$ cat src/rtl/fft_pkg.sv
`timescale 1ns / 1ps
package fft_pkg;
  localparam int MAX_POINTS_DEF   = 64;
  localparam int SAMPLE_BITS_DEF  = 16;
  localparam int TWIDDLE_BITS_DEF = 16;
  localparam int DATA_BITS = 23;
  localparam int MAX_LOG2  = 6;
  localparam int IDX_BITS  = 6;
  localparam int TW_FRAC   = 15;

  localparam logic [0:0] REG_SIZE = 1'b0;
  localparam logic [0:0] REG_INV  = 1'b1;

  typedef struct packed {
    logic load;
    logic swap_rd;
    logic swap_wr;
    logic bf_rd;
    logic bf_mul;
    logic bf_wr;
    logic scl_rd;
    logic scl_wr;
    logic out_rd;
    logic out_emit;
  } fft_cmd_t;

  function automatic logic [16:0] quarter_cos(input logic [4:0] k);
    logic [16:0] v;
    begin
      case (k)
        5'd0: v = 17'd32768;  5'd1: v = 17'd32610;  5'd2: v = 17'd32138;
        5'd3: v = 17'd31357;  5'd4: v = 17'd30274;  5'd5: v = 17'd28899;
        5'd6: v = 17'd27246;  5'd7: v = 17'd25330;  5'd8: v = 17'd23170;
        5'd9: v = 17'd20788;  5'd10: v = 17'd18205; 5'd11: v = 17'd15447;
        5'd12: v = 17'd12540; 5'd13: v = 17'd9512;  5'd14: v = 17'd6393;
        5'd15: v = 17'd3212;  default: v = 17'd0;
      endcase
      return v;
    end
  endfunction

  function automatic logic signed [DATA_BITS-1:0] sat(input logic signed [39:0] x);
    logic signed [DATA_BITS-1:0] r;
    begin
      if (x > 40'sd4194303) r = 23'sd4194303;
      else if (x < -40'sd4194304) r = -23'sd4194304;
      else r = x[DATA_BITS-1:0];
      return r;
    end
  endfunction
endpackage

$ cat src/rtl/fft_ctrl.sv
`timescale 1ns / 1ps
module fft_ctrl import fft_pkg::*; (
  input  logic                clk,
  input  logic                rst_n,
  input  logic                start,
  output logic                busy,
  input  logic [2:0]          size_log2,
  input  logic                inverse_mode,
  output fft_cmd_t            cmd,
  output logic [IDX_BITS-1:0] addr_a,
  output logic [IDX_BITS-1:0] addr_b,
  output logic [4:0]          tw_idx,
  output logic [2:0]          lg,
  output logic                last
);
  typedef enum logic [7:0] {
    S_LOAD = 8'b00000001, S_SWR = 8'b00000010, S_SWW = 8'b00000100,
    S_BRD  = 8'b00001000, S_BMU = 8'b00010000, S_BWR = 8'b00100000,
    S_SCL  = 8'b01000000, S_OUT = 8'b10000000
  } st_t;

  st_t state_r, state_nxt;
  logic [6:0] cnt_r, cnt_nxt;      // load count / general index
  logic [2:0] stg_r, stg_nxt;
  logic [2:0] lg_r, lg_nxt;
  logic       ph_r, ph_nxt;        // sub-phase: read, then write or emit
  logic [6:0] n_cur;
  logic [2:0] lg_act;
  logic [5:0] i6, rev, k_part, grp, lo_mask, half;
  logic [6:0] nl;

  always_comb begin
    lg_act = (size_log2 == 3'd0) ? 3'd1 : (size_log2 == 3'd7) ? 3'd6 : size_log2;
    n_cur = 7'd1 << lg_act;
    nl = 7'd1 << lg_r;
    i6 = cnt_r[5:0];
    rev = '0;
    for (int b = 0; b < MAX_LOG2; b++)
      if (b < lg_r) rev[lg_r - 3'd1 - 3'(b)] = i6[b];
    half = 6'd1 << (stg_r - 3'd1);
    lo_mask = half - 6'd1;
    k_part = i6 & lo_mask;
    grp = (i6 & ~lo_mask) << 1;
  end

  always_comb begin
    state_nxt = state_r; cnt_nxt = cnt_r; stg_nxt = stg_r; lg_nxt = lg_r; ph_nxt = ph_r;
    cmd = '0; busy = 1'b1; last = 1'b0;
    addr_a = i6; addr_b = i6; tw_idx = '0;
    unique case (state_r)
      S_LOAD: begin
        busy = 1'b0;
        addr_a = (cnt_r >= n_cur) ? 6'd0 : i6;
        if (start) begin
          cmd.load = 1'b1;
          if (((cnt_r >= n_cur) ? 7'd1 : cnt_r + 7'd1) == n_cur) begin
            cnt_nxt = '0; lg_nxt = lg_act; state_nxt = S_SWR;
          end else cnt_nxt = (cnt_r >= n_cur) ? 7'd1 : cnt_r + 7'd1;
        end
      end
      S_SWR: begin
        addr_a = i6; addr_b = rev;
        if (i6 < rev) begin cmd.swap_rd = 1'b1; state_nxt = S_SWW; end
        else if (cnt_r + 7'd1 == nl) begin
          cnt_nxt = '0; stg_nxt = 3'd1; state_nxt = S_BRD;
        end else cnt_nxt = cnt_r + 7'd1;
      end
      S_SWW: begin
        addr_a = i6; addr_b = rev; cmd.swap_wr = 1'b1;
        if (cnt_r + 7'd1 == nl) begin
          cnt_nxt = '0; stg_nxt = 3'd1; state_nxt = S_BRD;
        end else begin cnt_nxt = cnt_r + 7'd1; state_nxt = S_SWR; end
      end
      S_BRD: begin
        addr_a = grp | k_part; addr_b = grp | k_part | half;
        cmd.bf_rd = 1'b1; state_nxt = S_BMU;
      end
      S_BMU: begin
        addr_a = grp | k_part; addr_b = grp | k_part | half;
        tw_idx = 5'((k_part << (3'd6 - stg_r)) & 6'd31);
        cmd.bf_mul = 1'b1; state_nxt = S_BWR;
      end
      S_BWR: begin
        addr_a = grp | k_part; addr_b = grp | k_part | half;
        cmd.bf_wr = 1'b1; state_nxt = S_BRD;
        if (cnt_r + 7'd1 == (nl >> 1)) begin
          cnt_nxt = '0;
          if (stg_r == lg_r) state_nxt = inverse_mode ? S_SCL : S_OUT;
          else stg_nxt = stg_r + 3'd1;
        end else cnt_nxt = cnt_r + 7'd1;
      end
      S_SCL: begin
        addr_a = i6;
        if (!ph_r) begin cmd.scl_rd = 1'b1; ph_nxt = 1'b1; end
        else begin
          cmd.scl_wr = 1'b1; ph_nxt = 1'b0;
          if (cnt_r + 7'd1 == nl) begin cnt_nxt = '0; state_nxt = S_OUT; end
          else cnt_nxt = cnt_r + 7'd1;
        end
      end
      S_OUT: begin
        addr_a = i6;
        if (!ph_r) begin cmd.out_rd = 1'b1; ph_nxt = 1'b1; end
        else begin
          cmd.out_emit = 1'b1; ph_nxt = 1'b0;
          last = (cnt_r + 7'd1 == nl);
          if (last) begin cnt_nxt = '0; state_nxt = S_LOAD; end
          else cnt_nxt = cnt_r + 7'd1;
        end
      end
      default: state_nxt = S_LOAD;
    endcase
  end

  assign lg = lg_r;

  always_ff @(posedge clk) begin
    if (!rst_n) begin
      state_r <= S_LOAD; cnt_r <= '0; stg_r <= 3'd1; lg_r <= 3'd6; ph_r <= 1'b0;
    end else begin
      state_r <= state_nxt; cnt_r <= cnt_nxt; stg_r <= stg_nxt;
      lg_r <= lg_nxt; ph_r <= ph_nxt;
    end
  end
endmodule

$ cat config.mk
export PLATFORM = sky130hd
export DESIGN_NAME = fft_ctrl
export DESIGN_NICKNAME = d
export VERILOG_FILES = /design/src/rtl/fft_pkg.sv /design/src/rtl/fft_ctrl.sv
export SDC_FILE = /design/constraint.sdc
export NUM_CORES = 1
export LEC_CHECK = 0
export BUFFER_PORTS_ARGS = -buffer_cell sky130_fd_sc_hd__buf_2
export CAP_MARGIN = 30
export CORE_MARGIN = 10
export CORE_UTILIZATION = 35
export CTS_BUF_LIST = sky130_fd_sc_hd__clkbuf_16
export DETAILED_ROUTE_END_ITERATION = 10
export REMOVE_ABC_BUFFERS = 1
export SKIP_CTS_REPAIR_TIMING = 1
export SYNTH_ARGS = -nofsm -noshare
export SYNTH_HDL_FRONTEND = slang
export SYNTH_SLANG_ARGS = --single-unit
$ cat constraint.sdc
create_clock -name clk -period 6.7 [get_ports clk]
set_input_delay 0.335 -clock clk [delete_from_list [all_inputs] [get_ports clk]]
set_output_delay 0.335 -clock clk [all_outputs]
set_load 0.01 [all_outputs]
After elaboration in Yosys (flattened, before gate mapping)
Index checks and enable logic that the tools add are counted.

storage, ports and cells
  bits in registers = 22
  word-level logic and storage cells = 156
  input port bits = 7
  output and inout bits = 32

cells by class
  bitwise logic cells = 6
  add/sub/neg operators = 11
  shift-type cells = 4
  eq/ne operators = 24
  mux-type cells = 70
  magnitude comparators = 20
  reductions and logical operators = 16

operators with widths
  kind                 count
  $mux 8               11
  $pmux 8 s8           1
  $mux 7               7
  $mux 6               7
  $pmux 7 s5           1
  $bwmux 6             5
  $lt 3x4->1 const B   6
  $pmux 6 s2           2
  $mux 1               19
  $demux 1 s3          6
  $ge 3x1->1 const B   6
  $mux 3               6
  $ne 2x2->1 const B   9
  $eq 7x7->1           2
  $shl 1x3->7 const A  2
  $and 6x6->6          2
  $or 6x6->6           2
  $pmux 3 s3           1
  $sub 3x1->3 const B  3
  $eq 8x1->1 const B   1
  $eq 8x2->1 const B   1
  $eq 8x3->1 const B   1
  $eq 8x4->1 const B   1
  $eq 8x5->1 const B   1
  35 further kinds     48

Logic depth before layout (Yosys ltp)
Gate-level depths: netlist of run 1.

  depth after elaboration = 20
  mapped depth = 20
  gate-level depth less buffers = 18

Worst setup path after synthesis of run 1
Ideal clock, no wire load.

  kind = reg2reg
  from = register lg_r[0] (netlist: lg[0])
  to = register stg_r[0]
  period minus slack after synthesis = 3789 ps
  arrival = 3675 ps
  path buffers = 2
  data required time = 6586 ps
  path slack = 2911 ps
  library setup time = 114 ps
  stages on the path, launching flop included = 18
  cell sequence = dfxtp_1 -> clkbuf_1 -> inv_1 -> ha_1 -> buf_2 -> xnor2_1 -> or2_2 -> nor2_1 -> nand2_1 -> nand3_1 -> o21ai_0 -> ha_1 -> and4_1 -> o21ai_0 -> a21oi_1 -> nor3_1 -> o21ai_1 -> a21o_1

between the ends
  longest elaborated chain between the ends = 20
  elaborated cells on any way between the ends = 66
  those cells by class = 6 x add/sub; 19 x order compare; 6 x eq/ne; 1 x shift; 26 x mux; 1 x bitwise; 7 x reduce/logical

ends and longest elaborated chain
  element                                                              line             text
  from (decl)                                                          fft_ctrl.sv:25   logic [2:0] lg_r, lg_nxt;
  from (signal assigned)                                               fft_ctrl.sv:122  lg_r <= lg_nxt; ph_r <= ph_nxt;
  parallel branches: the longest is 20 deep, another holds $lt 3x4->1  -
  to (signal assigned)                                                 fft_ctrl.sv:121  state_r <= state_nxt; cnt_r <= cnt_nxt; stg_r <= stg_nxt;
  to (decl)                                                            fft_ctrl.sv:24   logic [2:0] stg_r, stg_nxt;

Parallel ways; which one is timed is not known. The select of a mux whose other input is x is not followed.
A chain may end at the register's enable or synchronous reset.

==> summary.md, run 1 <==
| Metric | Value |
|---|---|
| Pin count of the biggest net entering global routing | 33 |
| Hold path startpoint | inverse_mode |
| Max VDD drop | 156 uV |
| Vias per cell | 5.77 |
| Most frequent cells in the layout | nand2_1 (47), nor2_1 (43), buf_2 (38) |
| CP max FO | 21 |
| Post-detail-place hpwl | 8.07 mm |
| Non-Filler Instances | 633 |
| Setup crit start kind | flop |
| Die width | 120 um |
| Synthesized instance count | 486 |
| Total congestion overflow | 0 |
| Layout Skew | 0.00482 ns |
| Vias in the first global route | 3572 |
| # IOs | 39 |
| Detailed Route WL | 10.6 mm |
| # nets final | 534 |
| Layout area overhead | 10.1% |
| Worst Max-Slew Pin Slew | 0.878 ns |
| Core area | 0.00973 mm2 |
| DRC viols | 0 |
| Global Route Usage Sum | 0.142 |
| CTS tree | built |
| Synth Warn # | 0 |
| Synthesized area | 0.00347 mm2 |
| Clock-pin transition on the worst setup and hold timing paths | 0.07 ns |
| IO Port Bufs | 38 |
| TritonCTS Buffers | 3 |
| Final Cycle Share | 0.719 |
| WHS | 0.345 ns |
| Synth unique cells | 83 |
| First-pass GRT wire length | 17.7 mm |
| Final Hold Viols | 0 |
| Die footprint | 0.0143 mm2 |
| Drt first pass iters | 5 |
| FMAX | 208 MHz |
| Layout cells sized above 1 | 0.126 |
| RSZ-0062 raised after global routing | false |
| Endpoint class of the critical path | primary output |
| Placed Area | 0.00371 mm2 |
| Number of synthesized flops with an enable pin | 0 |
| Crit-path cells | inv_1 -> ha_1 -> nor2_1 -> a22oi_1 -> a211oi_1 -> a41o_1 -> o21ai_0 -> ha_1 -> and4_1 -> o21ai_0 -> a21oi_1 -> nor3_1 -> buf_2 |
| Rel. slew slack | 0.414 |
| Cell family with most CP delay | adder cells |
| Worst skew pair latency | 0.26 ns |
| Worst r2r src | lg[1] |
| Antenna viol nets, final | 0 |
| Lkg Pwr | 1.60 nW |
| Status | finished, final reports clean |
| Clk sink count | 22 |
| Reg2Reg Depth | 14 |
| Slowest cell on the critical path | ha_1 |
| Final Total Pwr | 0.727 mW |
| Htree depth | 1 |
| FFs w/ async S/R, synth | 0 |
| Total negative setup slack | 0 ns |
| Die height | 120 um |
| Final setup viols | 0 |
| Worst R2R End | cnt_r[1] |
| Yosys reg bits | 22 |
| Gp weighted congestion | 0.926 |
| Max-slew violation count | 0 |
| Hold path cells | 3 |
| Final min period | 4.82 ns |
| Commonest non-fill, non-tap cell in the layout | nand2_1 |
| Pwr/cell area | 190 mW/mm2 |
| Reg2reg setup slack | 2.24 ns |
| Worst hold endpoint | state_r[6] |
| DR vias | 3655 |
| Arr. time, crit path | 4.48 ns |
| # diodes | 0 |
| Required time worst endpoint | 6.36 ns |
| CP max stage delay | 0.78 ns |
| CTS Root Buffer Type | clkbuf_16 |
| Critical path class | flop to primary output |
| Hold Path Class | primary input to flop |
| Sequential cell area fraction in the yosys report | 0.127 |
| Clock Path Buffers | 2 |
| Initial drt markers | 244 |
| Maxcap violations | 0 |
| Design Area, Final | 0.00382 mm2 |
| Routed length per placed instance | 16.7 um |
| FP Rows | 36 |
| Syn avg cell area | 7.14 um2 |
| Cell total after placement | 629 |
| WP buf/inv | 2 |
| Initial core utilization | 0.357 |
| Initial antenna violation count | 0 |
| Primary FF master, synth | dfxtp_1 |
==> tightest hold or removal path, delay by kind of cell <==
kind | cells | cell delay [ns]
buffers and inverters | 1 | 0.11
AND/OR/NAND/NOR | 1 | 0.06
AO/OA/AOI/OAI | 1 | 0.06
==> cell usage after synthesis (4+ instances only) <==
| cell type | n | share of area |
|---|---|---|
| xor2_1 | 15 | 0.038 |
| buf_4 | 4 | 0.0087 |
| nand4b_1 | 4 | 0.010 |
| nand3_1 | 20 | 0.029 |
| o22ai_1 | 4 | 0.0072 |
| dfxtp_1 | 22 | 0.13 |
| a221oi_1 | 4 | 0.010 |
| nand2b_1 | 12 | 0.022 |
| o21ai_0 | 31 | 0.045 |
| a32o_1 | 4 | 0.012 |
| nand2_1 | 47 | 0.051 |
| nor2b_1 | 6 | 0.011 |
| and2_1 | 4 | 0.0072 |
| nor2_1 | 43 | 0.047 |
| ha_1 | 26 | 0.094 |
| xnor2_1 | 9 | 0.023 |
| a21o_1 | 8 | 0.017 |
| o211ai_1 | 4 | 0.0087 |
| a21oi_1 | 36 | 0.052 |
| mux2i_1 | 7 | 0.020 |
| nor3b_1 | 4 | 0.0087 |
| and3_1 | 4 | 0.0072 |
| a31oi_1 | 9 | 0.016 |
| nand3b_1 | 4 | 0.0087 |
| a22oi_1 | 4 | 0.0087 |
| clkbuf_1 | 20 | 0.022 |
| nor3_1 | 16 | 0.023 |
| o21ai_1 | 6 | 0.0087 |
| nand4_1 | 7 | 0.013 |
| a211oi_1 | 4 | 0.0087 |
| o31ai_1 | 4 | 0.0087 |
| or3_1 | 4 | 0.0072 |
| buf_1 | 5 | 0.0054 |
| inv_1 | 20 | 0.022 |
==> layer usage <==
metal,share of wire,vias to the layer above,GRT usage
met5,0,-,0
met3,0.048,12,0.0206
met2,0.48,110,0.237
met4,0.014,0,0.0302
met1,0.46,1712,0.190
li1,-,1821,-
==> state kept, by name, summed over array words and instances, names as in the netlist <==
name	cells
state_r	8
cnt_r	7
lg	3
stg_r	3
ph_r	1
==> layout make-up <==
type / instances / area, um2
fill: 1060 / 5910
clock inverter: 1 / 30.0
sequential: 22 / 440
multi-input combinational: 413 / 2820
inverter: 20 / 75.1
tap: 133 / 166
clock buffer: 3 / 75.1
timing repair buffer: 41 / 213
==> report_power, final <==
part | internal (mW) | leakage [nW] | total (mW) | switching, mW
sequential | 0.141 | 0.178 | 0.175 | 0.0341
clock | 0.119 | 0.0511 | 0.178 | 0.0585
combinational | 0.140 | 1.37 | 0.374 | 0.234
total | 0.400 | 1.60 | 0.727 | 0.327
==> how the worst max path moves through the flow <==
stage | start | end | cells past startpoint
3_5_place_dp | lg[1] | cmd[8] | 13
3_3_place_gp | lg[1] | cmd[8] | 14
6_report | lg[1] | cmd[8] | 13
2_1_floorplan | lg[0] | stg_r[0] | 15
5_1_grt | lg[1] | cmd[8] | 14
4_1_cts | lg[1] | cmd[8] | 13
==> cell families after synthesis <==
group / synth area share
other: 0.00108
XOR/XNOR: 0.0956
adder cells (fa/ha/maj): 0.0966
buffers and inverters: 0.0602
AND/OR/NAND/NOR: 0.299
flip-flops: 0.127
multiplexers: 0.0299
AO/OA/AOI/OAI: 0.291
==> metrics by stage <==
stage               utilization  worst slack [ns]
floorplan                     -              2.38
global placement          0.382              2.28
detailed placement        0.382              2.22
CTS                       0.393              1.91
global route              0.393              1.51
finish                    0.393              1.88
Note: power is estimated with default switching activity, not from simulation.
==> run 2, diff against run 1 <==
--- a/config.mk
+++ b/config.mk
@@ -5,6 +5,7 @@
 export SDC_FILE = /design/constraint.sdc
 export NUM_CORES = 1
 export LEC_CHECK = 0
+export ABC_AREA = 1
 export BUFFER_PORTS_ARGS = -buffer_cell sky130_fd_sc_hd__buf_2
 export CAP_MARGIN = 30
 export CORE_MARGIN = 10
==> constraint.sdc (replaced) <==
create_clock -name clk -period 3.87 [get_ports clk]
set_input_delay 0.1935 -clock clk [delete_from_list [all_inputs] [get_ports clk]]
set_output_delay 0.1935 -clock clk [all_outputs]
set_load 0.01 [all_outputs]
==> summary.md, run 2 <==
| Metric | Value |
|---|---|
| Part of the power in registers | 0.139 (-0.102) |
| # diodes | 0 (unchanged) |
| Commonest non-fill, non-tap cell in the layout | nand2_1 |
| Final Hold Viols | 0 (unchanged) |
| Sequential cell area fraction in the yosys report | 0.132 (+0.00505) |
| Crit-path cells | inv_1 -> buf_4 -> ha_1 -> inv_1 -> nand2_1 -> nand3_1 -> nand2_2 -> inv_2 -> nor4_1 -> o31ai_1 -> o311ai_0 -> o21ai_0 -> o21ai_0 -> inv_1 -> ha_1 -> a21oi_1 -> nor2_1 -> a211oi_2 -> nand3_2 -> inv_1 -> buf_2 |
| Worst Max-Slew Pin Slew | 0.632 ns (-0.246 ns) |
| Total congestion overflow | 0 (unchanged) |
| Htree depth | 1 (unchanged) |
| Lkg Pwr | 1.91 nW (+20%) |
| Placed Area | 0.00369 mm2 (-0.54%) |
| IO Port Bufs | 38 (unchanged) |
| Antenna viol nets, final | 0 (unchanged) |
| Initial core utilization | 0.359 (+0.00282) |
| Synthesized instance count | 557 (+15%) |
| Count leader, synth | nand2_1 |
| Clock-pin transition on the worst setup and hold timing paths | 0.06 ns (about the same) |
| Most Frequent Cell on Critical Path | inv_1 |
| Layout cells sized above 1 | 0.184 (+0.0579) |
| DRC viols | 0 (unchanged) |
| Max FFs per register | 8 (unchanged) |
| Worst skew pair latency | 0.26 ns (about the same) |
| Final min period | 3.59 ns |
| Die width | 118 um (-1.6%) |
| Initial antenna violation count | 0 (unchanged) |
| Synthesized area | 0.00334 mm2 (-3.8%) |
| Synth unique cells | 48 (-42%) |
| Vias per cell | 5.21 (-9.8%) |
| Final setup viols | 0 (unchanged) |
| Setup crit start kind | flop |
| Final Cycle Share | 0.926 |
| Clock Path Buffers | 2 (unchanged) |
| CTS tree | built |
| Largest regs | state_r x8, cnt_r x7 |
| Critical path class | flop to primary output |
| Layout area overhead | 14.5% |
| Fillcell total | 1020 (-3.8%) |
| Pin count of the biggest net entering global routing | 20 (-39%) |
| Pre-CTS setup slack | 0.318 ns (-1.90 ns) |
| Final Total Pwr | 2.64 mW (+260%) |
| Primary FF master, synth | dfxtp_1 |
| Clk sink count | 22 (unchanged) |
| RSZ-0062 raised after global routing | false |
| FP Rows | 35 (-2.8%) |
| Global Route Usage Sum | 0.150 (+0.00830) |
| Area of the multi-input gates | 0.00250 mm2 (-11%) |
| Core area | 0.00928 mm2 (-4.6%) |
| Syn avg cell area | 5.99 um2 (-16%) |
| Max-slew violation count | 0 (unchanged) |
| Status | finished, final reports clean |
| Required time worst endpoint | 3.68 ns (-2.68 ns) |
| Die footprint | 0.0138 mm2 (-3.2%) |
| Internal Power | 1.15 mW (+190%) |
| # nets final | 632 (+18%) |
| Initial drt markers | 318 (+30%) |
| Synth top area share | 0.144 (+0.0170) |
| Total negative setup slack | 0 ns (unchanged) |
| Top cells by area, synth | nand2_1 (14%), dfxtp_1 (13%), ha_1 (9.7%) |
| Arr. time, crit path | 3.39 ns (-1.09 ns) |
| Most frequent cells after synthesis | nand2_1 (128), inv_1 (71), nor2_1 (68), o21ai_0 (36), ha_1 (26) |
| Post-synth top area cell | nand2_1 |
| Endpoint class of the critical path | primary output |
| Design Area, Final | 0.00382 mm2 (about the same) |
| Pwr/cell area | 690 mW/mm2 (+260%) |
| Sw Pwr | 1.48 mW (+350%) |
| FMAX | 279 MHz |
| Layout Skew | 0.00448 ns (-0.000335 ns) |
| Drt first pass iters | 7 (+2) |
| Die height | 118 um (-1.6%) |
| Hold Path Class | primary input to flop |
| Storage cell area | 440 um2 (unchanged) |
| TritonCTS Buffers | 3 (unchanged) |
| First-pass GRT wire length | 18.2 mm (+2.4%) |
| Most frequent cells in the layout | nand2_1 (125), inv_1 (70), nor2_1 (67) |
| CP max stage delay | 0.31 ns (-0.47 ns) |
| Rel. slew slack | 0.568 (+0.154) |
| Final setup margin | 0.285 ns (-1.60 ns) |
| # IOs | 39 (unchanged) |
| Detailed Route WL | 10.7 mm (+1.5%) |
| Routed length per placed instance | 14.8 um (-12%) |
| CTS Root Buffer Type | clkbuf_16 |
| Synth Warn # | 0 (unchanged) |
| CP max FO | 8 (-62%) |
| Sw frac | 0.562 (+0.113) |
| Number of synthesized flops with an enable pin | 0 (unchanged) |
| Slowest cell on the critical path | dfxtp_1 |
| Top reg by flops | state_r |
| Vias in the first global route | 3714 (+4.0%) |
| Yosys reg bits | 22 (unchanged) |
| DR vias | 3785 (+3.6%) |
| Gp weighted congestion | 0.946 (+2.1%) |
| Maxcap violations | 0 (unchanged) |
| Combinational share of power | 0.750 (+0.235) |
| Max VDD drop | 356 uV (+130%) |
| Post-detail-place hpwl | 8.66 mm (+7.2%) |
| Clk pwr share | 0.112 (-0.132) |
| FFs w/ async S/R, synth | 0 (unchanged) |
## run 2: cell types whose count changed after synthesis, moves of 6 or more
cell,change
nand2_1,+81
inv_1,+51
nor2_1,+25
inv_2,+21
clkbuf_1,-18
a21oi_1,-15
nand2b_1,-12
nand4_1,+11
nor2_2,+9
a21o_1,-8
mux2i_1,-7
xnor2_1,-7
nor2b_1,-6
nor3_1,-6
## run 2: through the flow
| step | cells | util | hold WS, ns |
|---|---|---|---|
| 3_5_place_dp | 722 | 0.398 | 0.484 |
| 3_3_place_gp | 722 | 0.398 | 0.483 |
| 6_report | 727 | 0.412 | 0.236 |
| 5_1_grt | 727 | 0.412 | 0.278 |
| 4_1_cts | 726 | 0.409 | 0.234 |
| 2_1_floorplan | 545 | - | 0.278 |
## run 2: critical path: cells and delay by family, from the launching register on
kind | cells | cell delay [ns]
AO/OA/AOI/OAI | 6 | 0.87
adder cells (fa/ha/maj) | 2 | 0.52
buffers and inverters | 7 | 0.73
flip-flops | 1 | 0.31
AND/OR/NAND/NOR | 6 | 0.70
## run 2: area by class of cell
type,count,area share
Tap cell,129,0.0422
Timing Repair Buffer,49,0.0714
Multi-Input combinational cell,431,0.653
Clock buffer,3,0.0196
Sequential cell,22,0.115
Clock inverter,1,0.00786
Inverter,92,0.0903
## run 2: path summary, 6_finish.rpt
path / startpoint / end / slack, ns / cells past startpoint
setup reg to reg: lg[0] / state_r[6] / 0.41 / 25
setup / recovery: lg[0] / cmd[8] / 0.28 / 21
hold reg to reg: ph_r / ph_r / 0.50 / 2
hold / removal: size_log2[2] / lg[2] / 0.24 / 3
## run 2: logic make-up (layout without fill, tap and decap cells)
group,Yosys count,count (layout),synth area share
AO/OA/AOI/OAI,104,104,0.189
flip-flops,22,22,0.132
XOR/XNOR,19,19,0.0521
AND/OR/NAND/NOR,280,280,0.402
adder cells (fa/ha/maj),27,27,0.100
buffers and inverters,104,145,0.124
other,1,1,0.00112
## run 2: routing by layer
layer / track usage / up-vias / share of wire
met2: 0.242 / 132 / 0.46
met3: 0.0187 / 25 / 0.056
li1: - / 1938 / -
met1: 0.202 / 1690 / 0.47
met5: 0 / - / 0
met4: 0.0456 / 0 / 0.018
## run 2: power by group through the flow
| stage | logic [mW] | clock network, mW | registers, mW |
|---|---|---|---|
| 2_1_floorplan | 1.36 | 0 | 0.394 |
| 3_3_place_gp | 1.92 | 0 | 0.368 |
| 3_5_place_dp | 1.93 | 0 | 0.368 |
| 4_1_cts | 1.94 | 0.300 | 0.363 |
| 5_1_grt | 2.22 | 0.309 | 0.373 |
| 6_report | 1.98 | 0.295 | 0.365 |
